## config.mk

```make
export PLATFORM = sky130hd
export DESIGN_NAME = bfa_ctrl_flat
export DESIGN_NICKNAME = d
export VERILOG_FILES = /design/src/bfa_pkg.sv /design/src/bfa_ifs.sv /design/src/bfa_ctrl.sv /design/src/flat_wrapper.sv
export VERILOG_INCLUDE_DIRS = /design/src /design/src/src
export SDC_FILE = /design/constraint.sdc
export NUM_CORES = 1
export LEC_CHECK = 0
export BUFFER_PORTS_ARGS = -buffer_cell sky130_fd_sc_hd__buf_2
export CAP_MARGIN = 10
export CORE_UTILIZATION = 54
export CTS_CLUSTER_DIAMETER = 40
export DETAILED_ROUTE_END_ITERATION = 10
export GPL_TIMING_DRIVEN = 0
export PLACE_DENSITY = 0.77
export SLEW_MARGIN = 20
export SYNTH_ARGS = -nofsm -noshare
export SYNTH_HDL_FRONTEND = slang
export SYNTH_SLANG_ARGS = --single-unit
export TNS_END_PERCENT = 20
```

## constraint.sdc

```tcl
create_clock -name clk_i -period 3.39 [get_ports clk_i]
set_input_delay 0.5085 -clock clk_i [delete_from_list [all_inputs] [get_ports clk_i]]
set_output_delay 0.5085 -clock clk_i [all_outputs]
set_load 0.1 [all_outputs]
```

## src/box_filter_3x3_edge_average_macros.svh

```systemverilog
`ifndef BOX_FILTER_3X3_EDGE_AVERAGE_MACROS_SVH
`define BOX_FILTER_3X3_EDGE_AVERAGE_MACROS_SVH

// Check a condition on every rising clock edge outside reset.
`define BFA_ASSERT_ALWAYS(label, clk, rst_n, cond, msg) \
  label: assert property (@(posedge clk) disable iff (!rst_n) (cond)) else $error(msg);

// Check that a consequent holds in the same cycle as its antecedent.
`define BFA_ASSERT_IMPLY(label, clk, rst_n, ante, cons, msg) \
  label: assert property (@(posedge clk) disable iff (!rst_n) (ante) |-> (cons)) \
    else $error(msg);

`endif

```

## src/bfa_pkg.sv

```systemverilog
package bfa_pkg;

  // Configuration port geometry
  localparam int CFG_IDX_W      = 4;
  localparam int CFG_DATA_W     = 13;
  localparam int WIDTH_FIELD_W  = 11;
  localparam int HEIGHT_FIELD_W = 13;

  // Row counters must reach height + 1 while draining
  localparam int ROW_W = 13;
  localparam logic [ROW_W-1:0] HEIGHT_LIMIT = 13'd4096;

  // Register indexes
  localparam logic [CFG_IDX_W-1:0] CFG_IMAGE_WIDTH  = 4'd0;
  localparam logic [CFG_IDX_W-1:0] CFG_IMAGE_HEIGHT = 4'd1;

  // Input item kinds
  localparam logic KIND_PIXEL = 1'b0;

  // Number of in-image neighbors averaged
  localparam int CNT_W = 4;
  localparam logic [CNT_W-1:0] CNT_ONE   = 4'd1;
  localparam logic [CNT_W-1:0] CNT_TWO   = 4'd2;
  localparam logic [CNT_W-1:0] CNT_THREE = 4'd3;
  localparam logic [CNT_W-1:0] CNT_FOUR  = 4'd4;
  localparam logic [CNT_W-1:0] CNT_SIX   = 4'd6;
  localparam logic [CNT_W-1:0] CNT_NINE  = 4'd9;

  // Result queue
  localparam int FIFO_DEPTH = 8;
  localparam int FIFO_PTR_W = 3;
  localparam int FIFO_CNT_W = 4;

  // Per-item control that follows a pixel down the pipeline
  typedef struct packed {
    logic       emit;
    logic [2:0] row_mask;
    logic [2:0] col_mask;
    logic       last;
  } bfa_tag_t;

endpackage

```

## src/bfa_ifs.sv

```systemverilog
interface bfa_in_if #(
  parameter int PIXEL_BITS = 8
) ();
  logic                  valid;
  logic                  ready;
  logic                  kind;
  logic [PIXEL_BITS-1:0] pixel_value;

  modport source (output valid, kind, pixel_value, input ready);
  modport sink   (input valid, kind, pixel_value, output ready);
endinterface


interface bfa_cfg_if import bfa_pkg::*; ();
  logic                  valid;
  logic                  ready;
  logic [CFG_IDX_W-1:0]  index;
  logic [CFG_DATA_W-1:0] data;

  modport source (output valid, index, data, input ready);
  modport sink   (input valid, index, data, output ready);
endinterface

```

## src/bfa_ctrl.sv

```systemverilog
`include "box_filter_3x3_edge_average_macros.svh"

module bfa_ctrl import bfa_pkg::*; #(
  parameter int MAX_WIDTH  = 1024,
  parameter int PIXEL_BITS = 8,
  localparam int COL_W  = (MAX_WIDTH > 1) ? $clog2(MAX_WIDTH) : 1,
  localparam int WREG_W = $clog2(MAX_WIDTH + 1)
) (
  input  logic                  clk_i,
  input  logic                  rst_ni,
  bfa_cfg_if.sink               cfg_i,
  bfa_in_if.sink                pix_i,
  input  logic                  credit_ok_i,
  output logic                  rd_en_o,
  output logic [COL_W-1:0]      rd_addr_o,
  output logic                  s1_valid_o,
  output logic [PIXEL_BITS-1:0] s1_pix_o,
  output logic [COL_W-1:0]      s1_col_o,
  output bfa_tag_t              s1_tag_o,
  output logic                  reserve_o
);

  logic [WREG_W-1:0] w_q, w_d;
  logic [ROW_W-1:0]  h_q, h_d;
  logic [COL_W-1:0]  in_col_q, in_col_d;
  logic [ROW_W-1:0]  in_row_q, in_row_d;
  logic [COL_W-1:0]  out_col_q, out_col_d;
  logic [ROW_W-1:0]  out_row_q, out_row_d;

  logic                  s1_valid_q;
  logic [PIXEL_BITS-1:0] s1_pix_q;
  logic [COL_W-1:0]      s1_col_q;
  bfa_tag_t              s1_tag_q, tag;

  logic                      accept, cfg_wr;
  logic                      received, shift_pix, shift_zero, shift, emit, last;
  logic                      in_col_end, out_col_end, out_row_end;
  logic [WREG_W-1:0]         w_m1, w_sat;
  logic [ROW_W-1:0]          h_sat;
  logic [WIDTH_FIELD_W-1:0]  wfield;
  logic [HEIGHT_FIELD_W-1:0] hfield;

  assign pix_i.ready = credit_ok_i;
  assign cfg_i.ready = 1'b1;
  assign accept      = pix_i.valid && pix_i.ready;
  assign cfg_wr      = cfg_i.valid && cfg_i.ready;

  // Position decode
  assign w_m1        = w_q - WREG_W'(1);
  assign in_col_end  = (WREG_W'(in_col_q) == w_m1);
  assign out_col_end = (WREG_W'(out_col_q) == w_m1);
  assign out_row_end = (out_row_q == h_q - ROW_W'(1));
  assign received    = (in_row_q >= h_q);
  assign shift_pix   = (pix_i.kind == KIND_PIXEL) && !received;
  assign shift_zero  = received && (out_row_q < h_q);
  assign shift       = accept && (shift_pix || shift_zero);
  // A result is due once one row plus one column has been taken in
  assign emit        = (in_row_q >= ROW_W'(2)) ||
                       ((in_row_q == ROW_W'(1)) && (in_col_q != '0));
  assign last        = out_row_end && out_col_end;

  // Clamp register writes into the legal range
  assign wfield = cfg_i.data[WIDTH_FIELD_W-1:0];
  assign hfield = cfg_i.data[HEIGHT_FIELD_W-1:0];

  always_comb begin
    if (wfield == '0) begin
      w_sat = WREG_W'(1);
    end else if (32'(wfield) > MAX_WIDTH) begin
      w_sat = WREG_W'(MAX_WIDTH);
    end else begin
      w_sat = WREG_W'(wfield);
    end
    if (hfield == '0) begin
      h_sat = ROW_W'(1);
    end else if (ROW_W'(hfield) > HEIGHT_LIMIT) begin
      h_sat = HEIGHT_LIMIT;
    end else begin
      h_sat = ROW_W'(hfield);
    end
  end

  // Advance input and output positions
  always_comb begin
    w_d       = w_q;
    h_d       = h_q;
    in_col_d  = in_col_q;
    in_row_d  = in_row_q;
    out_col_d = out_col_q;
    out_row_d = out_row_q;
    if (cfg_wr) begin
      unique case (cfg_i.index)
        CFG_IMAGE_WIDTH: begin
          w_d       = w_sat;
          in_col_d  = '0;
          in_row_d  = '0;
          out_col_d = '0;
          out_row_d = '0;
        end
        CFG_IMAGE_HEIGHT: begin
          h_d       = h_sat;
          in_col_d  = '0;
          in_row_d  = '0;
          out_col_d = '0;
          out_row_d = '0;
        end
        default: begin
        end
      endcase
    end else if (shift) begin
      if (in_col_end) begin
        in_col_d = '0;
        in_row_d = in_row_q + ROW_W'(1);
      end else begin
        in_col_d = in_col_q + COL_W'(1);
      end
      if (emit) begin
        if (last) begin
          in_col_d  = '0;
          in_row_d  = '0;
          out_col_d = '0;
          out_row_d = '0;
        end else if (out_col_end) begin
          out_col_d = '0;
          out_row_d = out_row_q + ROW_W'(1);
        end else begin
          out_col_d = out_col_q + COL_W'(1);
        end
      end
    end
  end

  // Neighborhood masks for the output position
  always_comb begin
    tag.emit     = emit;
    tag.row_mask = {!out_row_end, 1'b1, out_row_q != '0};
    tag.col_mask = {!out_col_end, 1'b1, out_col_q != '0};
    tag.last     = last;
  end

  always_ff @(posedge clk_i or negedge rst_ni) begin
    if (!rst_ni) begin
      w_q        <= WREG_W'(1);
      h_q        <= ROW_W'(1);
      in_col_q   <= '0;
      in_row_q   <= '0;
      out_col_q  <= '0;
      out_row_q  <= '0;
      s1_valid_q <= 1'b0;
    end else begin
      w_q        <= w_d;
      h_q        <= h_d;
      in_col_q   <= in_col_d;
      in_row_q   <= in_row_d;
      out_col_q  <= out_col_d;
      out_row_q  <= out_row_d;
      s1_valid_q <= shift;
    end
  end

  // Hand the beat to the line store stage
  always_ff @(posedge clk_i) begin
    if (shift) begin
      s1_pix_q <= shift_pix ? pix_i.pixel_value : '0;
      s1_col_q <= in_col_q;
      s1_tag_q <= tag;
    end
  end

  assign rd_en_o    = shift;
  assign rd_addr_o  = in_col_q;
  assign s1_valid_o = s1_valid_q;
  assign s1_pix_o   = s1_pix_q;
  assign s1_col_o   = s1_col_q;
  assign s1_tag_o   = s1_tag_q;
  assign reserve_o  = shift && emit;

  `BFA_ASSERT_ALWAYS(a_in_col_range, clk_i, rst_ni, WREG_W'(in_col_q) < w_q, "input column past width")
  `BFA_ASSERT_ALWAYS(a_out_row_range, clk_i, rst_ni, out_row_q < h_q, "output row past height")

endmodule

```

## src/flat_wrapper.sv

```systemverilog
// flat-port wrapper written by rule: the top's interface ports become plain ports
module bfa_ctrl_flat import bfa_pkg::*;
#(
  parameter int MAX_WIDTH  = 1024,
  parameter int PIXEL_BITS = 8,
  localparam int COL_W  = (MAX_WIDTH > 1) ? $clog2(MAX_WIDTH) : 1,
  localparam int WREG_W = $clog2(MAX_WIDTH + 1)
)
  (clk_i, rst_ni, credit_ok_i, rd_en_o, rd_addr_o, s1_valid_o, s1_pix_o, s1_col_o, s1_tag_o, reserve_o, cfg_i_valid, cfg_i_index, cfg_i_data, cfg_i_ready, pix_i_valid, pix_i_kind, pix_i_pixel_value, pix_i_ready);
  bfa_cfg_if cfg_i_i ();
  bfa_in_if #(.PIXEL_BITS(PIXEL_BITS)) pix_i_i ();
  input  logic clk_i;
  input  logic rst_ni;
  input  logic credit_ok_i;
  output logic rd_en_o;
  output logic [COL_W-1:0] rd_addr_o;
  output logic s1_valid_o;
  output logic [PIXEL_BITS-1:0] s1_pix_o;
  output logic [COL_W-1:0] s1_col_o;
  output bfa_tag_t s1_tag_o;
  output logic reserve_o;
  input wire logic [$bits(cfg_i_i.valid)-1:0] cfg_i_valid;
  input wire logic [$bits(cfg_i_i.index)-1:0] cfg_i_index;
  input wire logic [$bits(cfg_i_i.data)-1:0] cfg_i_data;
  output wire logic [$bits(cfg_i_i.ready)-1:0] cfg_i_ready;
  input wire logic [$bits(pix_i_i.valid)-1:0] pix_i_valid;
  input wire logic [$bits(pix_i_i.kind)-1:0] pix_i_kind;
  input wire logic [$bits(pix_i_i.pixel_value)-1:0] pix_i_pixel_value;
  output wire logic [$bits(pix_i_i.ready)-1:0] pix_i_ready;
  assign cfg_i_i.valid = cfg_i_valid;
  assign cfg_i_i.index = cfg_i_index;
  assign cfg_i_i.data = cfg_i_data;
  assign cfg_i_ready = cfg_i_i.ready;
  assign pix_i_i.valid = pix_i_valid;
  assign pix_i_i.kind = pix_i_kind;
  assign pix_i_i.pixel_value = pix_i_pixel_value;
  assign pix_i_ready = pix_i_i.ready;
  bfa_ctrl #(.MAX_WIDTH(MAX_WIDTH), .PIXEL_BITS(PIXEL_BITS)) u_core (.clk_i(clk_i), .rst_ni(rst_ni), .cfg_i(cfg_i_i), .pix_i(pix_i_i), .credit_ok_i(credit_ok_i), .rd_en_o(rd_en_o), .rd_addr_o(rd_addr_o), .s1_valid_o(s1_valid_o), .s1_pix_o(s1_pix_o), .s1_col_o(s1_col_o), .s1_tag_o(s1_tag_o), .reserve_o(reserve_o));
endmodule
```

==> summary.txt <==
Run
  – Max Cap Viol: 0

Timing
  – Final setup TNS: 0 ps
  – Final setup fails: 0
  – Tightest Pin Transition: 686 ps
  – RSZ-0062 raised after global routing: yes
  – Clock Skews: 6.73 ps
  – Fin crit period: 3380 ps
  – Slew headroom: 0.539
  – Tcrit/Tclk final: 0.998
  – Max Transition Viols Final: 0
  – Setup WS post-layout: 6.28 ps
  – Count of final hold-check violations: 0
  – Fmax achieved: 296 MHz

Final layout
  – N_diodes: 0
  – Syn-to-layout area delta: 17.2%
  – Share of cells above drive strength 1: 0.202
  – Design area: 0.00745 sq mm
  – Count of nets after finishing: 840

Place
  – Port bufs: 66
  – Pre-CTS setup slack: -714 ps
  – RePlAce Congestion: 0.906
  – Post-Place Cell Area: 0.00691 sq mm
  – Post-DP HPWL: 11,700 um

Global routing
  – Vias in the first global route: 5,199
  – Tot GR Track Use: 0.260
  – Largest net degree at the start of global routing: 59
  – Initial antenna violation count: 0
  – First-pass GRT wire length: 25,400 um
  – Remaining global-route overflow: 0

Yosys
  – Dominant synthesized flop cell: dfrtp_1
  – Yosys top cell by area: dfrtp_1
  – Top-area cell type share of the netlist area: 0.272
  – Synthesized area per cell: 9.30 sq um
  – Count of cell types in the netlist: 66
  – Flops & latches, synth: 95
  – Top post-synthesis cells by area: dfrtp_1 27%, edfxtp_1 11%, ha_1 7.3%
  – Mapped Area: 0.00635 sq mm
  – Post-synth ARST share: 0.747
  – Most frequent cell after synthesis: dfrtp_1
  – Seq/Total Area, Yosys: 0.393
  – Synth top cells by count: 69 x dfrtp_1, 45 x nand2_1, 40 x inv_1
  – Post-Syn Instances: 683
  – Synth warnings: 0
  – EDFF count, synth: 24

Clock network
  – Cts hold-fix bufs: 0
  – Root Buffer: clkbuf_16
  – Htree depth: 3
  – CTS tree: yes
  – Clock sink count: 95
  – Clk buf depth: 2
  – CTS buffer count: 9
  – Skew-Pair Late Insertion Delay: 350 ps
  – Worst-path clk slew: 70 ps

Worst setup path
  – Crit Path Category: reg2out
  – Max Fanout on Critical Path: 35
  – Worst R2R Setup Slack: 90 ps
  – Endpoint class of the critical path: output port
  – Critical Path AT: 2880 ps
  – Startpoint types: flip-flop
  – Worst EP required: 2880 ps

Die
  – Die width: 110 um
  – Ports: 72
  – Starting Density: 0.554
  – Die Y-Extent: 110 um
  – Row count: 39
  – Core area: 0.0115 sq mm
  – Full die area: 0.0122 sq mm

Status
  – Status: finished, final reports clean

Routing
  – Routed vias: 5,615
  – DR vias/cell: 6.10
  – 1st-iter DRT viols: 493
  – Drt wl/cell: 17.0 um
  – Routed Antenna Nets: 0
  – 1st-pass router iterations: 5
  – Final wirelength: 15,600 um
  – Drc violations: 0

Power and ir drop
  – Maximum vdd drop: 424 uV
  – Pwr dens: 549 mW/mm^2
  – Pleak: 3.28 nW

Worst hold path
  – Worst hold path class: in2async
-- final timing paths --
kind                       cells after the start                            start                               to
setup / recovery                              10        u_core.h_q[0]$_DFFE_PN1P_                        reserve_o
setup reg to reg                              12        u_core.h_q[0]$_DFFE_PN1P_   u_core.in_row_q[5]$_DFFE_PN0P_
hold reg to reg                                0  u_core.rd_addr_o[3]$_DFFE_PN0P_     u_core.s1_col_o[3]$_DFFE_PP_
hold / removal                                 1                           rst_ni  u_core.in_row_q[11]$_DFFE_PN0P_
max in group asynchronous                      2                           rst_ni        u_core.w_q[0]$_DFFE_PN1P_
min in group clk_i                             2                    cfg_i_data[5]        u_core.h_q[5]$_DFFE_PN0P_
-- through the flow --
step | power, mW | util | hold slack [ps] | cells
final | 4.09 | 0.649 | 11.7 | 920
after CTS | 4.03 | 0.634 | 4.98 | 909
after floorplan | 2.70 | - | 213 | 685
after global routing | 4.31 | 0.649 | 20.8 | 920
after detailed placement | 3.04 | 0.603 | 381 | 895
after global placement | 2.98 | 0.600 | 451 | 894
-- layer usage --
layer  up-vias  global-route usage  routed length, um
met2       207               0.408               7250
met4         0               0.112                332
met1      2704               0.359               7150
met5         -                   0                  0
met3        26              0.0357                873
li1       2678                   -                  -
-- cells in the final DEF, fill, tap and decap left out, types with 19 or more instances in the layout --
cell | netlist | routed
buf_2 | 8 | 66
inv_1 | 40 | 39
xnor2_1 | 27 | 27
dfrtp_1 | 69 | 66
a22o_1 | 19 | 19
ha_1 | 37 | 36
nand2_1 | 45 | 45
nor2_1 | 34 | 32
edfxtp_1 | 24 | 24
o21ai_0 | 39 | 37
a21oi_1 | 32 | 31
buf_4 | 4 | 19
nand3_1 | 33 | 33
-- critical path, stage by stage, from the launching register on --
cell and delay (ps):
dfstp_2 620, ha_1 250, nand2b_1 130, a31oi_1 160, o21ai_1 110, a211oi_2 280, nor2b_4 200, o21ba_2 170
clkbuf_16 230, and2_4 180, buf_12 160
-- final cells by class --
type / instances / area, sq um
plain buffers: 36 / 219
clock buffers: 10 / 229
clock inverters: 6 / 36.3
fillers: 927 / 4020
inverters: 40 / 150
multi-input cells: 510 / 3650
flip-flops and latches: 95 / 2500
well taps: 143 / 179
repair buffers: 80 / 475
-- report_power, final --
group | leakage, nW | internal, mW | total, mW | switching [mW]
Sequential | 1.15 | 1.32 | 1.50 | 0.178
Combinational | 1.99 | 0.586 | 1.66 | 1.07
Clock | 0.134 | 0.495 | 0.928 | 0.433
-- state kept, by name (all words and copies together) (netlist names) --
name,flops
u_core.h_q,13
u_core.in_row_q,13
u_core.out_row_q,13
u_core.w_q,11
u_core.out_col_q,10
u_core.rd_addr_o,10
u_core.s1_col_o,10
u_core.s1_pix_o,8
u_core.s1_tag_o,6
u_core.s1_valid_o,1
-- logic make-up after synthesis --
logic type                 after synthesis  share of synthesized area
other                                    1                   0.000590
adders and majority gates               39                     0.0760
xor gates and xnor gates                46                     0.0656
and+or+nand+nor                        248                      0.218
AOI/OAI and AO/OA                      164                      0.177
buffers and inverters                   80                     0.0524
muxes                                   10                     0.0167
DFF                                     95                      0.393
-- what timing repair did --
| item | 4_1_cts | 5_1_grt |
|---|---|---|
| setup buffers | 2 | 11 |
| pin swaps | 4 | 10 |
| setup endpoints to repair | 49 | 55 |
| resized for setup | 22 | 32 |
(Power assumes the default switching activity.)
