**src/box_filter_3x3_edge_average_macros.svh**
```systemverilog
`ifndef BOX_FILTER_3X3_EDGE_AVERAGE_MACROS_SVH
`define BOX_FILTER_3X3_EDGE_AVERAGE_MACROS_SVH

// Check a condition on every rising clock edge outside reset.
`define BFA_ASSERT_ALWAYS(label, clk, rst_n, cond, msg) \
  label: assert property (@(posedge clk) disable iff (!rst_n) (cond)) else $error(msg);

// Check that a consequent holds in the same cycle as its antecedent.
`define BFA_ASSERT_IMPLY(label, clk, rst_n, ante, cons, msg) \
  label: assert property (@(posedge clk) disable iff (!rst_n) (ante) |-> (cons)) \
    else $error(msg);

`endif

```
**src/bfa_pkg.sv**
```systemverilog
package bfa_pkg;

  // Configuration port geometry
  localparam int CFG_IDX_W      = 4;
  localparam int CFG_DATA_W     = 13;
  localparam int WIDTH_FIELD_W  = 11;
  localparam int HEIGHT_FIELD_W = 13;

  // Row counters must reach height + 1 while draining
  localparam int ROW_W = 13;
  localparam logic [ROW_W-1:0] HEIGHT_LIMIT = 13'd4096;

  // Register indexes
  localparam logic [CFG_IDX_W-1:0] CFG_IMAGE_WIDTH  = 4'd0;
  localparam logic [CFG_IDX_W-1:0] CFG_IMAGE_HEIGHT = 4'd1;

  // Input item kinds
  localparam logic KIND_PIXEL = 1'b0;

  // Number of in-image neighbors averaged
  localparam int CNT_W = 4;
  localparam logic [CNT_W-1:0] CNT_ONE   = 4'd1;
  localparam logic [CNT_W-1:0] CNT_TWO   = 4'd2;
  localparam logic [CNT_W-1:0] CNT_THREE = 4'd3;
  localparam logic [CNT_W-1:0] CNT_FOUR  = 4'd4;
  localparam logic [CNT_W-1:0] CNT_SIX   = 4'd6;
  localparam logic [CNT_W-1:0] CNT_NINE  = 4'd9;

  // Result queue
  localparam int FIFO_DEPTH = 8;
  localparam int FIFO_PTR_W = 3;
  localparam int FIFO_CNT_W = 4;

  // Per-item control that follows a pixel down the pipeline
  typedef struct packed {
    logic       emit;
    logic [2:0] row_mask;
    logic [2:0] col_mask;
    logic       last;
  } bfa_tag_t;

endpackage

```
**src/bfa_ifs.sv**
```systemverilog


interface bfa_out_if #(
  parameter int PIXEL_BITS = 8
) ();
  logic                  valid;
  logic                  ready;
  logic [PIXEL_BITS-1:0] smoothed_value;
  logic                  end_of_image;

  modport source (output valid, smoothed_value, end_of_image, input ready);
  modport sink   (input valid, smoothed_value, end_of_image, output ready);
endinterface


```
**src/bfa_ofifo.sv**
```systemverilog
`include "box_filter_3x3_edge_average_macros.svh"

module bfa_ofifo import bfa_pkg::*; #(
  parameter int PIXEL_BITS = 8
) (
  input  logic                  clk_i,
  input  logic                  rst_ni,
  input  logic                  push_i,
  input  logic [PIXEL_BITS-1:0] push_value_i,
  input  logic                  push_last_i,
  input  logic                  reserve_i,
  output logic                  credit_ok_o,
  bfa_out_if.source             res_o
);

  logic [PIXEL_BITS:0]     mem_q [FIFO_DEPTH];
  logic [FIFO_PTR_W-1:0]   wr_ptr_q, rd_ptr_q;
  logic [FIFO_CNT_W-1:0]   cnt_q, cnt_d, res_q, res_d;
  logic                    pop;

  assign pop = res_o.valid && res_o.ready;

  // Reserve a slot per accepted result-bearing beat; release on pop
  assign res_d       = res_q + FIFO_CNT_W'(reserve_i) - FIFO_CNT_W'(pop);
  assign cnt_d       = cnt_q + FIFO_CNT_W'(push_i) - FIFO_CNT_W'(pop);
  assign credit_ok_o = (res_q < FIFO_CNT_W'(FIFO_DEPTH));

  always_ff @(posedge clk_i or negedge rst_ni) begin
    if (!rst_ni) begin
      wr_ptr_q <= '0;
      rd_ptr_q <= '0;
      cnt_q    <= '0;
      res_q    <= '0;
    end else begin
      if (push_i) begin
        wr_ptr_q <= wr_ptr_q + FIFO_PTR_W'(1);
      end
      if (pop) begin
        rd_ptr_q <= rd_ptr_q + FIFO_PTR_W'(1);
      end
      cnt_q <= cnt_d;
      res_q <= res_d;
    end
  end

  always_ff @(posedge clk_i) begin
    if (push_i) begin
      mem_q[wr_ptr_q] <= {push_last_i, push_value_i};
    end
  end

  assign res_o.valid          = (cnt_q != '0);
  assign res_o.smoothed_value = mem_q[rd_ptr_q][PIXEL_BITS-1:0];
  assign res_o.end_of_image   = mem_q[rd_ptr_q][PIXEL_BITS];

  `BFA_ASSERT_ALWAYS(a_res_bound, clk_i, rst_ni, res_q <= FIFO_CNT_W'(FIFO_DEPTH), "reservations exceed depth")
  `BFA_ASSERT_IMPLY(a_push_reserved, clk_i, rst_ni, push_i, res_q > cnt_q, "push without reserved slot")

endmodule

```
**src/flat_wrapper.sv**
```systemverilog
// flat-port wrapper written by rule: the top's interface ports become plain ports
module bfa_ofifo_flat import bfa_pkg::*;
#(
  parameter int PIXEL_BITS = 8
)
  (clk_i, rst_ni, push_i, push_value_i, push_last_i, reserve_i, credit_ok_o, res_o_valid, res_o_smoothed_value, res_o_end_of_image, res_o_ready);
  bfa_out_if #(.PIXEL_BITS(PIXEL_BITS)) res_o_i ();
  input  logic clk_i;
  input  logic rst_ni;
  input  logic push_i;
  input  logic [PIXEL_BITS-1:0] push_value_i;
  input  logic push_last_i;
  input  logic reserve_i;
  output logic credit_ok_o;
  output wire logic [$bits(res_o_i.valid)-1:0] res_o_valid;
  output wire logic [$bits(res_o_i.smoothed_value)-1:0] res_o_smoothed_value;
  output wire logic [$bits(res_o_i.end_of_image)-1:0] res_o_end_of_image;
  input wire logic [$bits(res_o_i.ready)-1:0] res_o_ready;
  assign res_o_valid = res_o_i.valid;
  assign res_o_smoothed_value = res_o_i.smoothed_value;
  assign res_o_end_of_image = res_o_i.end_of_image;
  assign res_o_i.ready = res_o_ready;
  bfa_ofifo #(.PIXEL_BITS(PIXEL_BITS)) u_core (.clk_i(clk_i), .rst_ni(rst_ni), .push_i(push_i), .push_value_i(push_value_i), .push_last_i(push_last_i), .reserve_i(reserve_i), .credit_ok_o(credit_ok_o), .res_o(res_o_i));
endmodule
```
**config.mk**
```make
export PLATFORM = sky130hd
export DESIGN_NAME = bfa_ofifo_flat
export DESIGN_NICKNAME = d
export VERILOG_FILES = /design/src/bfa_pkg.sv /design/src/bfa_ifs.sv /design/src/bfa_ofifo.sv /design/src/flat_wrapper.sv
export VERILOG_INCLUDE_DIRS = /design/src /design/src/src
export SDC_FILE = /design/constraint.sdc
export NUM_CORES = 1
export LEC_CHECK = 0
export BUFFER_PORTS_ARGS = -buffer_cell sky130_fd_sc_hd__buf_2
export CAP_MARGIN = 20
export CELL_PAD_IN_SITES_DETAIL_PLACEMENT = 1
export CELL_PAD_IN_SITES_GLOBAL_PLACEMENT = 2
export CORE_ASPECT_RATIO = 1.75
export CORE_MARGIN = 10
export CORE_UTILIZATION = 44
export CTS_CLUSTER_DIAMETER = 30
export DETAILED_ROUTE_END_ITERATION = 12
export PLACE_DENSITY = 0.76
export SYNTH_ARGS = -nofsm -noshare
export SYNTH_HDL_FRONTEND = slang
export SYNTH_SLANG_ARGS = --single-unit
export TNS_END_PERCENT = 20
```
**constraint.sdc**
```tcl
create_clock -name clk_i -period 3.7 [get_ports clk_i]
set_input_delay 0 -clock clk_i [delete_from_list [all_inputs] [get_ports clk_i]]
set_output_delay 0 -clock clk_i [all_outputs]
set_load 0.1 [all_outputs]
```
==> impl_metrics.tcl, run 1 <==
set metrics [dict create \
    outcome "finished, final reports clean" \
    setup_violations 0 \
    core_um2 7910 \
    dp_hpwl_um 4640 \
    gp_congestion 0.692 \
    critPathLaunch "u_core.rd_ptr_q[0]$_DFFE_PN0P_" \
    vias 1673 \
    endpoint_kind "output port" \
    hp-class "in -> async" \
    avgViaCountPerCell 5.35 \
    io_pins 25 \
    floorplan.die.width_um 88.0 \
    max_freq_ghz 0.425 \
    post_drt_wl_per_cell_um 21.8 \
    rr_startpoint "u_core.cnt_q[2]$_DFF_PN0_" \
    r2r-end "u_core.res_q[1]$_DFF_PN0_" \
    ant_nets 0 \
    n_fill_cell 730 \
    tightest_slew_ns 1.05 \
    firstDrtPassIters 4 \
    netlist_area_um2 3560 \
    worstSetupEndpoint "res_o_smoothed_value[0]" \
    cts_sinks 86 \
    drv_cap 0 \
    grt_pass1_vias 1913 \
    h-tree-depth 3 \
    netlist-cell-type-count 26 \
    drt_wl_total_um 6820 \
    diodes 0 \
    ctsResizeCount 0 \
    required_ns 3.70 \
    setup_tns_ns 0 \
    post-cts-setup-buffers 0 \
    drtIter0Drc 95 \
    yosysSeqAreaShare 0.706 \
    drive_gt1_frac 0.300 \
    critPathArrivalTime_ns 2.35 \
    final_cell_count_no_fill 313 \
    yosysTopAreaCellShare 0.608 \
    synth-main-ff-cell "edfxtp_1" \
    synthCells 174 \
    worst_skew_pair.late_latency_ns 0.33 \
    ctsHoldBuffers 13 \
    crit_fanout 13 \
    seqCellArea_um2 2510 \
    grt_max_degree 21 \
    dp_cells 284 \
    rows 43 \
    startpoint_type "flop" \
    drc_errors 0 \
    ys_top_cells_by_count "edfxtp_1 (72), dfrtp_1 (14)" \
    hold_violations 0 \
    r2r_slack_ns 1.39 \
    cts_buffer_depth 2 \
    rsz0062_at_grt "false" \
    nets 244 \
    async_flop_share 0.163 \
    cts_inserted_buffers 9 \
    dieArea_um2 12200 \
    synth_nets 199 \
    multiInputGateArea_um2 981 \
    path_clk_slew_ns 0.06 \
    overflow 0 \
    report.final.slew_viol_count 0 \
    cts_root_buf "clkbuf_16" \
    skew_ns 0.00490 \
    initial_utilization 0.450 \
    period_needed_ns 2.35 \
    synth_area_leaders "edfxtp_1 (61%), dfrtp_1 (9.8%), mux4_1 (6.6%), mux4_2 (5.7%), mux2_4 (3.8%)" \
    critical_path_class "reg -> out" \
    slew_headroom 0.296 \
    synth_top_area_cell "edfxtp_1" \
    yosysWarnings 0 \
    antenna_found_initial 0 \
    synth.avg_cell_area_um2 20.5 \
    track_usage 0.120 \
    area_growth_pct 18.3 \
    yosysMostFrequentCell "edfxtp_1" \
    reg2regPathDepth 9 \
    synth_seq_cells 86 \
    cts_tree "built" \
    grt_pass1_wl_um 10800 \
    portBuffers 24 \
    fin_crit_sh 0.636 \
    dieHeight_um 139 \
    synth-edff-count 72 \
]
-- worst min-delay path by stage --
stage / startpoint / slack [ns] / cells past startpoint / to
floorplan: rst_ni / -0.30 / 0 / u_core.cnt_q[0]$_DFF_PN0_
global placement: rst_ni / -0.09 / 1 / u_core.wr_ptr_q[1]$_DFFE_PN0P_
detailed placement: rst_ni / -0.08 / 1 / u_core.wr_ptr_q[1]$_DFFE_PN0P_
CTS: rst_ni / 0.09 / 2 / u_core.wr_ptr_q[1]$_DFFE_PN0P_
global route: rst_ni / 0.11 / 2 / u_core.wr_ptr_q[1]$_DFFE_PN0P_
finish: rst_ni / 0.09 / 2 / u_core.wr_ptr_q[1]$_DFFE_PN0P_
-- critical path: stages (launching register included) --
cell and delay [ns]:
dfrtp_1 0.63, buf_16 0.22, mux4_1 0.59, mux2_4 0.29, buf_2 0.29
-- state kept, by name, summed over array words and instances, names as in the netlist --
| register | cells |
|---|---|
| u_core.res_q | 4 |
| u_core.rd_ptr_q | 3 |
| u_core.wr_ptr_q | 3 |
| u_core.mem_q | 72 |
| u_core.cnt_q | 4 |
-- metrics by stage --
stage	instance area, µm²	setup WS, ns	hold WS, ns	utilization
after floorplan	3560	1.24	-0.296	-
after global placement	3760	1.42	-0.0863	0.476
after detailed placement	3760	1.32	-0.0841	0.476
after CTS	4180	0.930	0.0932	0.529
after global routing	4210	1.24	0.111	0.532
final	4210	1.35	0.0942	0.532
-- per-layer routing --
layer | track usage | vias to the layer above | routed length (µm)
li1 | - | 772 | -
met1 | 0.136 | 863 | 2640
met2 | 0.200 | 31 | 3780
met3 | 0.0371 | 7 | 295
met4 | 0.0481 | 0 | 97
met5 | 0 | - | 0
-- cells in the final DEF, fill, tap and decap left out, drive strengths merged, types with 3 or more instances in the layout --
cell	n
dlygate4sd3	13
inv	8
xnor2	7
ha	9
clkinv	3
dfrtp	14
nand2	4
clkbuf	9
mux2	11
buf	26
nand2b	3
edfxtp	72
xor2	3
mux4	18
nor2	7
-- cell families (layout without fill, tap and decap cells) --
family,Yosys count,count (layout),share of synthesized area
DFF,86,86,0.706
muxes,30,30,0.171
and+or+nand+nor,20,20,0.0278
buffers and inverters,13,62,0.0211
adders and majority gates,11,11,0.0429
xor gates and xnor gates,10,10,0.0246
AOI/OAI and AO/OA,4,4,0.00703
-- layout make-up --
cell class	count	share of cell area
clock inverter	6	0.0152
sequential	86	0.597
clock buffer	9	0.0535
inverter	8	0.00713
tap	90	0.0267
timing repair buffer	39	0.0678
multi-input combinational	75	0.233
Power of run 1 is not shown: default switching activity piles up to over one toggle a cycle in this logic, so the estimate is an artifact.
==> inputs of run 2 (changes only) <==
--- a/config.mk
+++ b/config.mk
@@ -6,13 +6,14 @@
 export SDC_FILE = /design/constraint.sdc
 export NUM_CORES = 1
 export LEC_CHECK = 0
+export ABC_AREA = 1
 export BUFFER_PORTS_ARGS = -buffer_cell sky130_fd_sc_hd__buf_2
 export CAP_MARGIN = 20
 export CELL_PAD_IN_SITES_DETAIL_PLACEMENT = 1
 export CELL_PAD_IN_SITES_GLOBAL_PLACEMENT = 2
 export CORE_ASPECT_RATIO = 1.75
 export CORE_MARGIN = 10
-export CORE_UTILIZATION = 44
+export CORE_UTILIZATION = 35
 export CTS_CLUSTER_DIAMETER = 30
 export DETAILED_ROUTE_END_ITERATION = 12
 export PLACE_DENSITY = 0.76
==> constraint.sdc (replaced) <==
create_clock -name clk_i -period 2 [get_ports clk_i]
set_input_delay 0 -clock clk_i [delete_from_list [all_inputs] [get_ports clk_i]]
set_output_delay 0 -clock clk_i [all_outputs]
set_load 0.1 [all_outputs]
==> impl_metrics.tcl, run 2 <==
set metrics [dict create \
    swShare 0.444 \
    cts_buffer_depth 2 \
    dieArea_um2 16100 \
    drive_gt1_frac 0.133 \
    crit_fanout 37 \
    startpoint_type "flop" \
    cts_tree "built" \
    p_leak_nw 2.26 \
    post-cts-setup-buffers 0 \
    max_freq_ghz 0.550 \
    largest_register_ffs 72 \
    synth_nets 422 \
    hold_ws_ns 0.00996 \
    final_common_cell "nand2_1" \
    synth_seq_cells 86 \
    setup_violations 0 \
    netlist_area_um2 3960 \
    cts_inserted_buffers 9 \
    tightest_slew_ns 0.491 \
    initial_utilization 0.356 \
    ys_top_cells_by_count "nand2_1 (134), inv_1 (88), edfxtp_1 (72)" \
    rsz0062_at_grt "false" \
    drv_cap 0 \
    clockPowerShare 0.193 \
    grt_pass1_wl_um 14700 \
    critPathArrivalTime_ns 1.82 \
    report.final.slew_viol_count 0 \
    seqCellArea_um2 2510 \
    skew_ns 0.00671 \
    dp_hpwl_um 6290 \
    final_cell_mix "nand2_1 (133), inv_1 (88), edfxtp_1 (72), nand3_1 (40), buf_2 (15)" \
    dieHeight_um 161 \
    nets 471 \
    p_per_area_nw_per_um2 1710 \
    worst_skew_pair.late_latency_ns 0.34 \
    gp_congestion 0.728 \
    synth-edff-count 72 \
    portBuffers 24 \
    synth-main-ff-cell "edfxtp_1" \
    period_needed_ns 1.82 \
    p_comb_frac 0.513 \
    firstDrtPassIters 6 \
    overflow 0 \
    drc_errors 0 \
    r2r-end "u_core.res_q[1]$_DFF_PN0_" \
    r2r_slack_ns 0.23 \
    synth_area_leaders "edfxtp_1 (55%), nand2_1 (13%), dfrtp_1 (8.9%), inv_1 (8.4%), nand3_1 (5.2%)" \
    synth_top_area_cell "edfxtp_1" \
    track_usage 0.120 \
    required_ns 2.00 \
    synthCells 397 \
    power.switching_mw 3.67 \
    floorplan.die.width_um 100 \
    hold_violations 0 \
    path_cells "inv_6 > nand2_1 > nand3_1 > nand2_1 > nand2_1 > nand2_1 > buf_12" \
    slew_headroom 0.675 \
    outcome "finished, final reports clean" \
    core_um2 11100 \
    yosysSeqAreaShare 0.635 \
    netlist-cell-type-count 20 \
    post_drt_wl_per_cell_um 15.7 \
    grt_max_degree 38 \
    cp.depth 7 \
    rows 51 \
    critical_path_class "reg -> out" \
    reg2regPathDepth 10 \
    diodes 0 \
    yosysWarnings 0 \
    intPower_mw 4.58 \
    largest_register "u_core.mem_q" \
    multiInputGateArea_um2 1040 \
    n_fill_cell 1277 \
    async_flop_share 0.163 \
    synth.avg_cell_area_um2 9.96 \
    seq_power_share 0.294 \
    peakVddDrop_mv 1.18 \
    drtIter0Drc 114 \
    endpoint_kind "output port" \
    cts_sinks 86 \
    slowest_delay_ns 0.52 \
    avgViaCountPerCell 4.59 \
    path_clk_slew_ns 0.06 \
    yosysMostFrequentCell "nand2_1" \
    cts_root_buf "clkbuf_16" \
    antenna_found_initial 0 \
    fin_crit_sh 0.910 \
    hp-class "in -> reg" \
    rr_startpoint "u_core.cnt_q[2]$_DFF_PN0_" \
    grt_pass1_vias 2916 \
    critPathSlowestCell "dfrtp_2" \
    cpMostUsedCell "nand2_1" \
    drt_wl_total_um 9170 \
    area_growth_pct 21.9 \
    setup_tns_ns 0 \
    io_pins 25 \
    cp_top_family "flip-flops" \
    worstSetupEndpoint "res_o_smoothed_value[1]" \
    yosysTopAreaCellShare 0.547 \
    critPathLaunch "u_core.rd_ptr_q[0]$_DFFE_PN0P_" \
    ant_nets 0 \
    h-tree-depth 3 \
    path_buf_inv 2 \
    top_regs "u_core.mem_q: 72 flops, u_core.cnt_q: 4 flops, u_core.res_q: 4 flops" \
    vias 2678 \
]
run 2: cell types whose count changed after synthesis, moves of 4 or more:
cell | before | now
buf_6 | 1 | 5
inv_1 | 8 | 88
xnor2_1 | 7 | 3
nand2_1 | 3 | 134
mux2_4 | 9 | 0
mux4_2 | 9 | 0
mux4_1 | 9 | 0
nand3_1 | 1 | 41
run 2: final cells by class:
| class | instances | share of cell area |
|---|---|---|
| clock inverters | 5 | 0.0106 |
| well taps | 132 | 0.0343 |
| inverters | 91 | 0.0719 |
| clock buffers | 11 | 0.0483 |
| repair buffers | 49 | 0.0981 |
| multi-input cells | 209 | 0.215 |
| flip-flops and latches | 86 | 0.522 |
run 2: worst min-delay path, delay by kind of cell:
family | cells | cell delay, ns
AND/OR/NAND/NOR | 2 | 0.15
buffers and inverters | 1 | 0.15
run 2: timing repair:
item | 4_1_cts | 5_1_grt
resized for setup | 1 | 0
hold buffers | 12 | 0
hold endpoints to repair | 88 | 0
endpoints found under the setup margin | 2 | 0
run 2: kinds of logic (layout without fill, tap and decap cells):
logic type,count (synthesis),after routing,share of synthesized area
xor+xnor,8,8,0.0177
fa+ha+maj,11,11,0.0386
buf+inv,102,156,0.111
flops,86,86,0.635
simple gates,185,185,0.191
compound gates,5,5,0.00633
run 2: per-stage QoR:
stage          instances  area, µm²   util  setup WS [ns]  power (mW)
2_1_floorplan        397       3990      -       0.000854        5.41
3_3_place_gp         555       4410  0.398          0.241        6.67
3_5_place_dp         555       4410  0.398          0.212        6.76
4_1_cts              583       4820  0.434          0.117        8.40
5_1_grt              583       4820  0.434         0.0438        8.79
6_report             583       4820  0.434          0.180        8.25
run 2: metal layers:
metal / part of all wire / track usage / wire [µm] / vias up
li1: - / - / - / 1328
met1: 0.38 / 0.115 / 3460 / 1310
met2: 0.58 / 0.236 / 5300 / 30
met3: 0.029 / 0.0253 / 268 / 10
met4: 0.015 / 0.0452 / 139 / 0
met5: 0 / 0 / 0 / -
run 2: power groups by stage:
stage	clock, mW	sequential [mW]	combinational (mW)
5_1_grt	1.71	2.46	4.62
6_report	1.59	2.42	4.24
3_3_place_gp	0	2.44	4.23
2_1_floorplan	0	2.39	3.03
4_1_cts	1.64	2.42	4.33
3_5_place_dp	0	2.45	4.31
run 2: worst min-delay path by stage:
stage                                           to  slack [ns]  depth (start not counted)         from
finish              u_core.rd_ptr_q[1]$_DFFE_PN0P_        0.01                          3  res_o_ready
global route        u_core.rd_ptr_q[1]$_DFFE_PN0P_        0.02                          3  res_o_ready
CTS                 u_core.rd_ptr_q[1]$_DFFE_PN0P_      0.0002                          3  res_o_ready
detailed placement       u_core.res_q[3]$_DFF_PN0_       -0.08                          1       rst_ni
global placement         u_core.res_q[3]$_DFF_PN0_       -0.08                          1       rst_ni
floorplan                u_core.cnt_q[0]$_DFF_PN0_       -0.30                          0       rst_ni
Note: power is estimated with default switching activity, not from simulation.
