**config.mk**
```make
export PLATFORM = sky130hd
export DESIGN_NAME = bfa_mean
export DESIGN_NICKNAME = d
export VERILOG_FILES = /design/src/box_filter_3x3_edge_average_macros.svh /design/src/bfa_pkg.sv /design/src/bfa_mean.sv
export SDC_FILE = /design/constraint.sdc
export NUM_CORES = 1
export LEC_CHECK = 0
export ABC_AREA = 0
export ABC_CLOCK_PERIOD_IN_PS = 6550
export BUFFER_PORTS_ARGS = -buffer_cell sky130_fd_sc_hd__buf_4
export CORE_MARGIN = 2
export CORE_UTILIZATION = 35
export DETAILED_ROUTE_END_ITERATION = 10
export PLACE_DENSITY = 0.55
export SLEW_MARGIN = 25
export SYNTH_ARGS = -nofsm -noshare
export SYNTH_HDL_FRONTEND = slang
export SYNTH_SLANG_ARGS = --single-unit
```
**constraint.sdc**
```tcl
create_clock -name clk_i -period 6.55 [get_ports clk_i]
set_input_delay 0 -clock clk_i [delete_from_list [all_inputs] [get_ports clk_i]]
set_output_delay 0 -clock clk_i [all_outputs]
set_load 0.05 [all_outputs]
```
**src/box_filter_3x3_edge_average_macros.svh**
```systemverilog
`ifndef BOX_FILTER_3X3_EDGE_AVERAGE_MACROS_SVH
`define BOX_FILTER_3X3_EDGE_AVERAGE_MACROS_SVH

// Check a condition on every rising clock edge outside reset.
`define BFA_ASSERT_ALWAYS(label, clk, rst_n, cond, msg) \
  label: assert property (@(posedge clk) disable iff (!rst_n) (cond)) else $error(msg);

// Check that a consequent holds in the same cycle as its antecedent.
`define BFA_ASSERT_IMPLY(label, clk, rst_n, ante, cons, msg) \
  label: assert property (@(posedge clk) disable iff (!rst_n) (ante) |-> (cons)) \
    else $error(msg);

`endif

```
**src/bfa_pkg.sv**
```systemverilog
package bfa_pkg;

  // Configuration port geometry
  localparam int CFG_IDX_W      = 4;
  localparam int CFG_DATA_W     = 13;
  localparam int WIDTH_FIELD_W  = 11;
  localparam int HEIGHT_FIELD_W = 13;

  // Row counters must reach height + 1 while draining
  localparam int ROW_W = 13;
  localparam logic [ROW_W-1:0] HEIGHT_LIMIT = 13'd4096;

  // Register indexes
  localparam logic [CFG_IDX_W-1:0] CFG_IMAGE_WIDTH  = 4'd0;
  localparam logic [CFG_IDX_W-1:0] CFG_IMAGE_HEIGHT = 4'd1;

  // Input item kinds
  localparam logic KIND_PIXEL = 1'b0;

  // Number of in-image neighbors averaged
  localparam int CNT_W = 4;
  localparam logic [CNT_W-1:0] CNT_ONE   = 4'd1;
  localparam logic [CNT_W-1:0] CNT_TWO   = 4'd2;
  localparam logic [CNT_W-1:0] CNT_THREE = 4'd3;
  localparam logic [CNT_W-1:0] CNT_FOUR  = 4'd4;
  localparam logic [CNT_W-1:0] CNT_SIX   = 4'd6;
  localparam logic [CNT_W-1:0] CNT_NINE  = 4'd9;

  // Result queue
  localparam int FIFO_DEPTH = 8;
  localparam int FIFO_PTR_W = 3;
  localparam int FIFO_CNT_W = 4;

  // Per-item control that follows a pixel down the pipeline
  typedef struct packed {
    logic       emit;
    logic [2:0] row_mask;
    logic [2:0] col_mask;
    logic       last;
  } bfa_tag_t;

endpackage

```
**src/bfa_mean.sv**
```systemverilog
module bfa_mean import bfa_pkg::*; #(
  parameter int PIXEL_BITS = 8
) (
  input  logic                       clk_i,
  input  logic                       rst_ni,
  input  logic [8:0][PIXEL_BITS-1:0] win_i,
  input  logic                       s2_valid_i,
  input  bfa_tag_t                   s2_tag_i,
  output logic                       push_o,
  output logic [PIXEL_BITS-1:0]      push_value_o,
  output logic                       push_last_o
);

  // Sum of nine pixels, and a reciprocal exact for every such sum
  localparam int SUM_W      = PIXEL_BITS + 4;
  localparam int DivShift   = SUM_W + 4;
  localparam int RECIP_W    = DivShift + 1;
  localparam int PROD_W     = SUM_W + RECIP_W;
  localparam int RecipOne   = 2 ** DivShift;
  localparam int RecipTwo   = (2 ** DivShift + 1) / 2;
  localparam int RecipThree = (2 ** DivShift + 2) / 3;
  localparam int RecipFour  = (2 ** DivShift + 3) / 4;
  localparam int RecipSix   = (2 ** DivShift + 5) / 6;
  localparam int RecipNine  = (2 ** DivShift + 8) / 9;

  logic [SUM_W-1:0]   sum_d, s3_sum_q;
  logic [1:0]         row_n, col_n;
  logic [CNT_W-1:0]   cnt_d, s3_cnt_q;
  logic               s3_valid_q, s3_last_q;
  logic [RECIP_W-1:0] recip;
  logic [PROD_W-1:0]  prod;

  // Add the in-image pixels of the window
  always_comb begin
    sum_d = '0;
    for (int q = 0; q < 3; q++) begin
      for (int s = 0; s < 3; s++) begin
        if (s2_tag_i.row_mask[q] && s2_tag_i.col_mask[s]) begin
          sum_d = sum_d + SUM_W'(win_i[q*3+s]);
        end
      end
    end
  end

  assign row_n = {1'b0, s2_tag_i.row_mask[0]} + {1'b0, s2_tag_i.row_mask[1]} +
                 {1'b0, s2_tag_i.row_mask[2]};
  assign col_n = {1'b0, s2_tag_i.col_mask[0]} + {1'b0, s2_tag_i.col_mask[1]} +
                 {1'b0, s2_tag_i.col_mask[2]};
  assign cnt_d = {2'b00, row_n} * {2'b00, col_n};

  always_ff @(posedge clk_i or negedge rst_ni) begin
    if (!rst_ni) begin
      s3_valid_q <= 1'b0;
    end else begin
      s3_valid_q <= s2_valid_i;
    end
  end

  always_ff @(posedge clk_i) begin
    s3_sum_q  <= sum_d;
    s3_cnt_q  <= cnt_d;
    s3_last_q <= s2_tag_i.last;
  end

  // Divide by the neighbor count through its reciprocal
  always_comb begin
    case (s3_cnt_q)
      CNT_ONE:   recip = RECIP_W'(RecipOne);
      CNT_TWO:   recip = RECIP_W'(RecipTwo);
      CNT_THREE: recip = RECIP_W'(RecipThree);
      CNT_FOUR:  recip = RECIP_W'(RecipFour);
      CNT_SIX:   recip = RECIP_W'(RecipSix);
      CNT_NINE:  recip = RECIP_W'(RecipNine);
      default:   recip = RECIP_W'(RecipOne);
    endcase
  end

  assign prod         = PROD_W'(s3_sum_q) * PROD_W'(recip);
  assign push_o       = s3_valid_q;
  assign push_value_o = prod[DivShift +: PIXEL_BITS];
  assign push_last_o  = s3_last_q;

endmodule

```
==> results.txt, run 1 <==
CTS Root Buffer Type = sky130_fd_sc_hd__clkbuf_16
Failing checks = negative setup slack
First-pass iteration count of the detailed router = 4
Flip-flop and latch count after synthesis = 18
Clock tree from TritonCTS = built
Worst EP arrival = 7690 ps
Number of global-route vias before repair = 8,710
Slowest cell on the critical path = sky130_fd_sc_hd__fa_2
Commonest non-fill, non-tap cell in the layout = sky130_fd_sc_hd__buf_4
Drt initial violations = 208
Worst Slack Setup Final = -968.0 ps
Multi-input combinational cell area = 8701 sq um
Setup repair after global routing missed its margin = yes
Maximum number of pins on one net before global-route repair = 12
Post-Syn Instances = 1,042
Number of distinct library cell variants in the gate-level netlist after synthesis = 69
DRC violation count after routing = 0
Cell area after synthesis = 8787 sq um
Top-level I/O count = 93
Drt via density = 4.772
Number of setup violations in the final report = 9
Slew HR = 40.56%
Initial antenna violation count = 0
Final layout net count = 1,734
Minimum clock period after layout = 7518 ps
Die height = 162.5 um
Power density relative to cell area = 257.9 nW/um^2
Syn Nets = 1,369
DIE WIDTH = 162.5 um
Largest incremental delay on the critical path = 450 ps
Detailed placer's ending HPWL = 21,150 um
Max-cap viol count = 0
Global-route wire length before repair = 40,610 um
Final hold viol count = 0
Number of buffers created by CTS = 3
Routed len/inst = 14.40 um
HP Class = primary input to async pin
Register area share after synthesis = 4.158%
Largest fanout of any net on the critical path = 5
Worst path required time = 6730 ps
Total GRT Usage = 18.93%
Final critical-path share of the clock period = 114.8%
Vias = 8,256
Post-synthesis async set-or-reset flop share = 5.556%
Average cell area after synthesis = 8.433 sq um
Final Non-Filler Cells = 1,730
Clock transition at path regs = 60 ps
Family of cells with the greatest summed delay on the critical path = compound AO/OA/AOI/OAI gates
Number of buffer and inverter stages on the critical path = 4
Sinks on the clock net = 18
Path type of the worst setup path = primary input to flop
Pins Over Slew Limit = 0
Total number of placement rows = 57
Total design power = 3.412 mW
Die area = 26,390 sq um
Final Wtd Congestion = 0.8453
Post-synthesis to final-layout area growth = 50.56%
Most frequent cells in the layout = sky130_fd_sc_hd__buf_4 (352), sky130_fd_sc_hd__inv_1 (183), sky130_fd_sc_hd__fa_1 (120), sky130_fd_sc_hd__ha_1 (76), sky130_fd_sc_hd__nand2_1 (75)
CTS H-Tree Depth = 1
Fraction of layout cells with a size suffix above 1 = 42.89%
Status = complete, but fails checks
Category of the worst setup path capture point = flop
Top_reg_cell synth = sky130_fd_sc_hd__dfxtp_1
Cell repeated most along the worst path = sky130_fd_sc_hd__ha_4
Yosys warning count = 0
Filler cell count = 2,228
Initial core utilization = 35.92%
Leakage power figure = 6.538 nW
Final wirelength = 24,920 um
Core region area = 24,460 sq um
Startpoint class of the critical path = primary input
Number of nets with antenna violations after detailed routing = 0
Remaining global-route overflow = 0
Antenna diode count = 0
Actual slew at the worst max-slew pin = 884.8 ps
Maximum achievable frequency = 133.0 MHz
Max IR drop VDD = 377.9 uV
Placed cells = 1,662
Count of flip-flops with a built-in enable after synthesis = 0
Sequential standard cell area = 375.4 sq um
Number of I/O port buffers = 91
Clk buf depth = 2
[metal layers]
| layer | global-route usage (%) | wire length [um] | vias up | part of all wire (%) |
|---|---|---|---|---|
| li1 | - | - | 4139 | - |
| met1 | 24.86 | 11400 | 3983 | 46 |
| met2 | 34.58 | 12450 | 115 | 50 |
| met3 | 1.324 | 693 | 19 | 2.8 |
| met4 | 3.258 | 374 | 0 | 1.5 |
| met5 | 0 | 0 | - | 0 |
[logic make-up after synthesis]
| group | after synthesis | synth area share [%] |
|---|---|---|
| simple gates | 274 | 15.49 |
| fa+ha+maj | 245 | 46.40 |
| buf+inv | 216 | 9.269 |
| compound gates | 214 | 15.93 |
| xor+xnor | 51 | 5.767 |
| mux | 24 | 2.976 |
| flops | 18 | 4.158 |
[worst paths after layout]
check / startpoint / end / slack, ps / cells past startpoint
min: rst_ni / push_o / 40 / 2
max: win_i[0] / s3_sum_q[11] / -970 / 46
max in group asynchronous: rst_ni / push_o / 6430 / 2
min in group clk_i: win_i[64] / s3_sum_q[0] / 120 / 3
[synth_stat cells, drive strengths merged (4+ instances only)]
master,number,area (sq um)
o21ba,4,40.04
a21oi,52,275.3
o21a,15,112.6
nor2b,19,118.9
nand3,9,50.05
clkbuf,13,50.04
ha,109,1364
a211oi,9,67.56
fa,135,2703
and3,9,56.30
dfxtp,17,340.3
a21o,20,150.1
xor2,13,121.4
inv,201,754.5
mux2,17,191.4
nor3,10,50.05
nor2,62,235.2
o21ai,67,335.3
o21bai,5,37.54
o31ai,7,71.32
mux2i,7,70.07
nand2b,13,81.33
xnor2,38,385.4
a21boi,5,37.54
and2,50,312.8
nand2,86,322.8
[sequential cells by signal (all words and copies together) (netlist names)]
| register | cells |
|---|---|
| s3_cnt_q | 4 |
| s3_sum_q | 12 |
| push_last_o | 1 |
| push_o | 1 |
[cell type report]
class,count,area share [%]
multi-input combinational,808,65.76
timing repair buffer,375,21.96
inverter,201,5.703
tap,324,3.064
sequential,18,2.837
clock buffer,4,0.6715
[per-stage QoR]
step	TNS [ps]	utilization (%)	setup slack [ps]	instance area, sq um	hold slack (ps)
2_1_floorplan	-4565	-	-890.9	9059	-295.6
3_3_place_gp	-11260	47.91	-1455	11720	-224.4
3_5_place_dp	-11540	47.91	-1487	11720	-224.0
4_1_cts	-5697	52.48	-908.4	12840	40.15
5_1_grt	-10760	54.08	-1461	13230	88.06
6_report	-6317	54.08	-968.0	13230	41.87
[power breakdown]
group          internal (mW)  leakage, nW  switching [mW]
Combinational           1.46         6.34            1.61
Clock                 0.0930       0.0442          0.0451
Sequential             0.141        0.155          0.0596
[what timing repair did]
action,CTS,global route
endpoints found under the hold margin,3,0
hold buffers,3,0
gates cloned,0,0
setup endpoints to repair,15,16
resized for setup,156,73
pin swaps,84,57
buffers inserted,45,17
No activity file was read; power rests on OpenSTA's default activity.
==> run 2, diff against run 1 <==
Settings changed: ABC_AREA 0 to 1, MAX_ROUTING_LAYER from default to met4, SKIP_LAST_GASP from default to 1.
==> results.txt, run 2 <==
Status = complete, but fails checks
Failing checks = negative setup slack
Number of distinct library cell variants in the gate-level netlist after synthesis = 43
Number of nets with antenna violations after detailed routing = 0
DIE WIDTH = 166.7 um
Cell repeated most along the worst path = sky130_fd_sc_hd__inv_2
Ranking of synthesized cells by instance count = sky130_fd_sc_hd__inv_1 (312), sky130_fd_sc_hd__nand2_1 (281), sky130_fd_sc_hd__fa_1 (135)
Initial core utilization = 35.57%
Sw frac = 53.21%
Worst path required time = 6710 ps
Slew HR = 62.91%
DRC violation count after routing = 0
Remaining global-route overflow = 0
Setup slack at placement = -1422 ps
Average cell area after synthesis = 7.049 sq um
Sinks on the clock net = 18
Number of I/O port buffers = 91
Post-synthesis async set-or-reset flop share = 5.556%
Die area = 27,800 sq um
Pins Over Slew Limit = 0
Drt via density = 4.620
Top_reg_cell synth = sky130_fd_sc_hd__dfxtp_1
Slowest cell on the critical path = sky130_fd_sc_hd__ha_1
Cell type with the highest aggregate area in the netlist = sky130_fd_sc_hd__fa_1
Commonest non-fill, non-tap cell in the layout = sky130_fd_sc_hd__buf_4
Number of buffers created by CTS = 3
Die height = 166.7 um
Filler cell count = 2,581
Most frequent cells in the layout = sky130_fd_sc_hd__buf_4 (335), sky130_fd_sc_hd__inv_1 (292), sky130_fd_sc_hd__nand2_1 (260), sky130_fd_sc_hd__fa_1 (128), sky130_fd_sc_hd__nor2_1 (99)
First-pass iteration count of the detailed router = 5
Number of global-route vias before repair = 9,849
Yosys warning count = 0
Worst Slack Setup Final = -742.0 ps
Top-level I/O count = 93
Fraction of power consumed by the clock network = 4.5%
Register area share after synthesis = 3.942%
Routed len/inst = 13.54 um
Drt initial violations = 340
Max IR drop VDD = 430.2 uV
Setup repair after global routing missed its margin = yes
Number of buffer and inverter stages on the critical path = 12
Clock tree from TritonCTS = built
Final hold viol count = 0
Initial antenna violation count = 1
Total number of placement rows = 59
Sequential fraction of design power = 5.4%
Power density relative to cell area = 236.2 nW/um^2
HP Class = primary input to async pin
Detailed placer's ending HPWL = 23,150 um
Clock transition at path regs = 60 ps
Final Wtd Congestion = 0.9477
Number of setup violations in the final report = 8
Minimum clock period after layout = 7292 ps
Internal power contribution = 1.462 mW
Number of flip-flops under the largest register name = 12
Leading cell type by number of instances after synthesis = sky130_fd_sc_hd__inv_1
Flip-flop and latch count after synthesis = 18
Core region area = 26,060 sq um
Area contributors post-synth = sky130_fd_sc_hd__fa_1 (29%), sky130_fd_sc_hd__ha_1 (15%), sky130_fd_sc_hd__inv_1 (13%)
Largest incremental delay on the critical path = 370 ps
Total GRT Usage = 20.48%
Family of cells with the greatest summed delay on the critical path = adder cells
Path type of the worst setup path = primary input to flop
Comb power frac = 90.0%
Final layout net count = 1,982
Largest registers = s3_sum_q (12), s3_cnt_q (4)
Actual slew at the worst max-slew pin = 554.4 ps
Largest fanout of any net on the critical path = 4
Maximum number of pins on one net before global-route repair = 15
Worst EP arrival = 7450 ps
Final wirelength = 26,950 um
Post-synthesis to final-layout area growth = 42.71%
Startpoint class of the critical path = primary input
Category of the worst setup path capture point = flop
Max-cap viol count = 0
Post-Syn Instances = 1,315
CTS H-Tree Depth = 1
Cell area after synthesis = 9269 sq um
Leakage power figure = 7.091 nW
Fraction of layout cells with a size suffix above 1 = 34.22%
Maximum achievable frequency = 137.1 MHz
Syn Nets = 1,642
CTS Root Buffer Type = sky130_fd_sc_hd__clkbuf_16
Vias = 9,193
Switching power = 1.663 mW
Final critical-path share of the clock period = 111.3%
Register with the highest flop count = s3_sum_q
Count of flip-flops with a built-in enable after synthesis = 0
Fraction of synthesized cell area taken by the top area cell type = 29.16%
Setup total negative slack = -4248 ps
Global-route wire length before repair = 45,690 um
Clk buf depth = 2
-- run 2: cell count changes after synthesis, sizes merged, moves of 12 or more --
cell    previous run  this run
nand2             86       305
inv              201       326
nand3              9        72
nor2              62       109
and2              50         5
xnor2             38        16
nor2b             19         0
a21o              20         2
mux2              17         0
a21oi             52        67
nand2b            13         0
o21a              15         3
-- run 2: area by class of cell --
cell class                      count  area, sq um  area share [%]
Tap cell                          335        419.2           3.169
Timing Repair Buffer              345         2636           19.93
Multi-Input combinational cell    960         8483           64.13
Clock buffer                        4        88.84          0.6716
Inverter                          327         1232           9.317
Sequential cell                    18        365.4           2.762
Antenna cell                        1        2.502         0.01892
-- run 2: kinds of logic after synthesis --
group / count (synthesis) / synth area share [%]
multiplexers: 1 / 0.1080
XOR/XNOR: 39 / 3.685
AO/OA/AOI/OAI: 156 / 9.490
flip-flops: 18 / 3.942
buffers and inverters: 337 / 13.67
AND/OR/NAND/NOR: 520 / 25.23
adder cells (fa/ha/maj): 244 / 43.87
-- run 2: final timing paths --
kind / from / endpoint / slack (ps) / cells past startpoint
min: rst_ni / push_o / 40 / 2
max: s2_tag_i[1] / s3_sum_q[9] / -740 / 55
max in group asynchronous: rst_ni / push_o / 6430 / 2
min in group clk_i: win_i[65] / s3_sum_q[1] / 120 / 4
-- run 2: power by group through the flow --
stage | sequential [mW] | combinational, mW | clock, mW
3_3_place_gp | 0.171 | 2.49 | 0
6_report | 0.169 | 2.81 | 0.142
5_1_grt | 0.172 | 3.15 | 0.150
3_5_place_dp | 0.171 | 2.52 | 0
4_1_cts | 0.168 | 2.76 | 0.149
2_1_floorplan | 0.158 | 1.73 | 0
-- run 2: what timing repair did --
action,4_1_cts,5_1_grt
endpoints found under the setup margin,9,11
endpoints found under the hold margin,3,0
setup buffers,76,7
pin swaps,83,53
gates resized for setup,107,34
hold buffers,3,0
-- run 2: metrics by stage --
step	total power, mW	instance area, sq um	hold slack [ps]	util, %	instances
after floorplan	1.888	9563	-295.6	-	1315
after global placement	2.659	11890	-224.4	45.61	1899
after detailed placement	2.695	11890	-223.6	45.61	1899
after CTS	3.076	13030	28.80	50.01	1982
after global routing	3.475	13230	65.12	50.76	1990
final	3.125	13230	41.65	50.76	1990
-- run 2: layer usage --
| metal | track usage, % | vias to the layer above | wire (um) | part of all wire, % |
|---|---|---|---|---|
| met3 | 0.7367 | 26 | 524 | 1.9 |
| li1 | - | 4716 | - | - |
| met1 | 25.89 | 4327 | 12500 | 46 |
| met2 | 36.76 | 124 | 13500 | 50 |
| met5 | - | - | 0 | 0 |
| met4 | 4.010 | 0 | 435 | 1.6 |
==> run 3, diff against run 2 <==
Settings changed: ABC_CLOCK_PERIOD_IN_PS 6550 to 9410, PLACE_DENSITY 0.55 to 0.53.
Clock period 6.55 ns to 9.41 ns, I/O delays scaled along.
==> results.txt, run 3 (same netlist as run 2, synthesis figures left out) <==
Core region area = 26,060 sq um
Drt initial violations = 333
Sinks on the clock net = 18
Comb power frac = 87.5%
CTS H-Tree Depth = 1
Total design power = 1.729 mW
Pins Over Slew Limit = 0
Max-cap viol count = 0
CTS Root Buffer Type = sky130_fd_sc_hd__clkbuf_16
Worst EP arrival = 8650 ps
Sw frac = 58.78%
Share of the core filled with cells in the final layout = 40.13%
Wire length on met2 = 11,420 um
First-pass iteration count of the detailed router = 5
Maximum number of pins on one net before global-route repair = 16
Number of flip-flops under the largest register name = 12
Status = finished, final reports clean
Largest registers = s3_sum_q (12), s3_cnt_q (4)
Internal power contribution = 0.7128 mW
Global-route wire length before repair = 39,540 um
HP Class = primary input to async pin
Setup repair after global routing missed its margin = no
Detailed placer's ending HPWL = 21,040 um
Minimum clock period after layout = 8495 ps
Die height = 166.7 um
Max IR drop VDD = 262.3 uV
Slew HR = 40.26%
Capture point of the critical path = s3_sum_q[11]
Maximum achievable frequency = 117.7 MHz
Clk buf depth = 2
CP startpoint = s2_tag_i[1]
Worst path required time = 9560 ps
Total number of placement rows = 59
DIE WIDTH = 166.7 um
Commonest non-fill, non-tap cell in the layout = sky130_fd_sc_hd__inv_1
Final hold viol count = 0
Slowest cell on the critical path = sky130_fd_sc_hd__o31ai_1
Final critical-path share of the clock period = 90.28%
Startpoint class of the critical path = primary input
Number of global-route vias before repair = 8,307
Sequential fraction of design power = 6.9%
Register with the highest flop count = s3_sum_q
Number of setup violations in the final report = 0
Vias = 8,028
Switching power = 1.017 mW
Clock tree from TritonCTS = built
Remaining global-route overflow = 0
Setup total negative slack = 0 ps
Routed len/inst = 13.25 um
Top-level I/O count = 93
Largest fanout of any net on the critical path = 6
Antenna diode count = 0
Category of the worst setup path capture point = flop
Largest incremental delay on the critical path = 420 ps
Actual slew at the worst max-slew pin = 892.8 ps
Leakage power figure = 5.803 nW
Number of I/O port buffers = 91
Fraction of layout cells with a size suffix above 1 = 12.19%
Initial antenna violation count = 0
Drt via density = 4.619
DRC violation count after routing = 0
Amount of wire on met3 after detailed routing = 641 um
Final Wtd Congestion = 0.8813
Fraction of power consumed by the clock network = 5.5%
Number of buffers created by CTS = 3
Wl on met1 = 10,810 um
Final layout net count = 1,731
Die area = 27,800 sq um
Power density relative to cell area = 165.4 nW/um^2
Total GRT Usage = 17.63%
Final wirelength = 23,030 um
Cell repeated most along the worst path = sky130_fd_sc_hd__ha_1
Initial core utilization = 35.57%
Clock transition at path regs = 60 ps
Most frequent cells in the layout = sky130_fd_sc_hd__inv_1 (312), sky130_fd_sc_hd__nand2_1 (281), sky130_fd_sc_hd__fa_1 (135), sky130_fd_sc_hd__ha_1 (109), sky130_fd_sc_hd__nor2_1 (105)
Top layer used by detailed routing = met4
Number of nets with antenna violations after detailed routing = 0
Path type of the worst setup path = primary input to flop
Post-synthesis to final-layout area growth = 12.81%
[run 3: metal layers]
layer / up-vias / track usage [%]
li1: 4195 / -
met1: 3709 / 22.84
met2: 113 / 31.76
met3: 11 / 0.7129
met4: 0 / 1.724
met5: - / -
[run 3: power by group through the flow]
stage / Clock [mW] / Sequential (mW) / Combinational, mW
after floorplan: 0 / 0.110 / 1.16
after global placement: 0 / 0.120 / 1.52
after detailed placement: 0 / 0.120 / 1.53
after CTS: 0.101 / 0.118 / 1.54
after global routing: 0.102 / 0.121 / 1.74
final: 0.0954 / 0.120 / 1.51
[run 3: final cells by class]
| class | instances | area (sq um) |
|---|---|---|
| Timing Repair Buffer | 94 | 713.2 |
| Multi-Input combinational cell | 960 | 7642 |
| Tap cell | 335 | 419.2 |
| Fill cell | 2829 | 15600 |
| Sequential cell | 18 | 365.4 |
| Inverter | 327 | 1227 |
| Clock buffer | 4 | 88.84 |
[run 3: what timing repair did]
item,CTS,global route
hold buffers,3,0
setup buffers,0,0
setup endpoints to repair,0,1
resized for setup,0,1
endpoints found under the hold margin,3,0
[run 3: critical path, delay by kind of cell]
family / cells / cell delay, ps
fa+ha+maj: 9 / 2890
buf+inv: 9 / 690
compound gates: 14 / 2370
simple gates: 17 / 2050
xor+xnor: 4 / 590
[run 3: metrics by stage]
| stage | setup WS [ps] | std cells | instance area (sq um) | hold slack, ps |
|---|---|---|---|---|
| 3_3_place_gp | 794.7 | 1731 | 10330 | -224.1 |
| 3_5_place_dp | 655.4 | 1731 | 10330 | -224.1 |
| 5_1_grt | 88.49 | 1738 | 10460 | 57.25 |
| 2_1_floorplan | 1721 | 1315 | 9269 | -295.6 |
| 4_1_cts | 909.4 | 1738 | 10450 | 43.68 |
| 6_report | 914.9 | 1738 | 10460 | 52.87 |
[run 3: worst min-delay path by stage]
stage          cells past startpoint  slack (ps)      to  startpoint
2_1_floorplan                      0        -300  push_o      rst_ni
3_3_place_gp                       1        -220  push_o      rst_ni
3_5_place_dp                       1        -220  push_o      rst_ni
4_1_cts                            2          40  push_o      rst_ni
5_1_grt                            2          60  push_o      rst_ni
6_report                           2          50  push_o      rst_ni
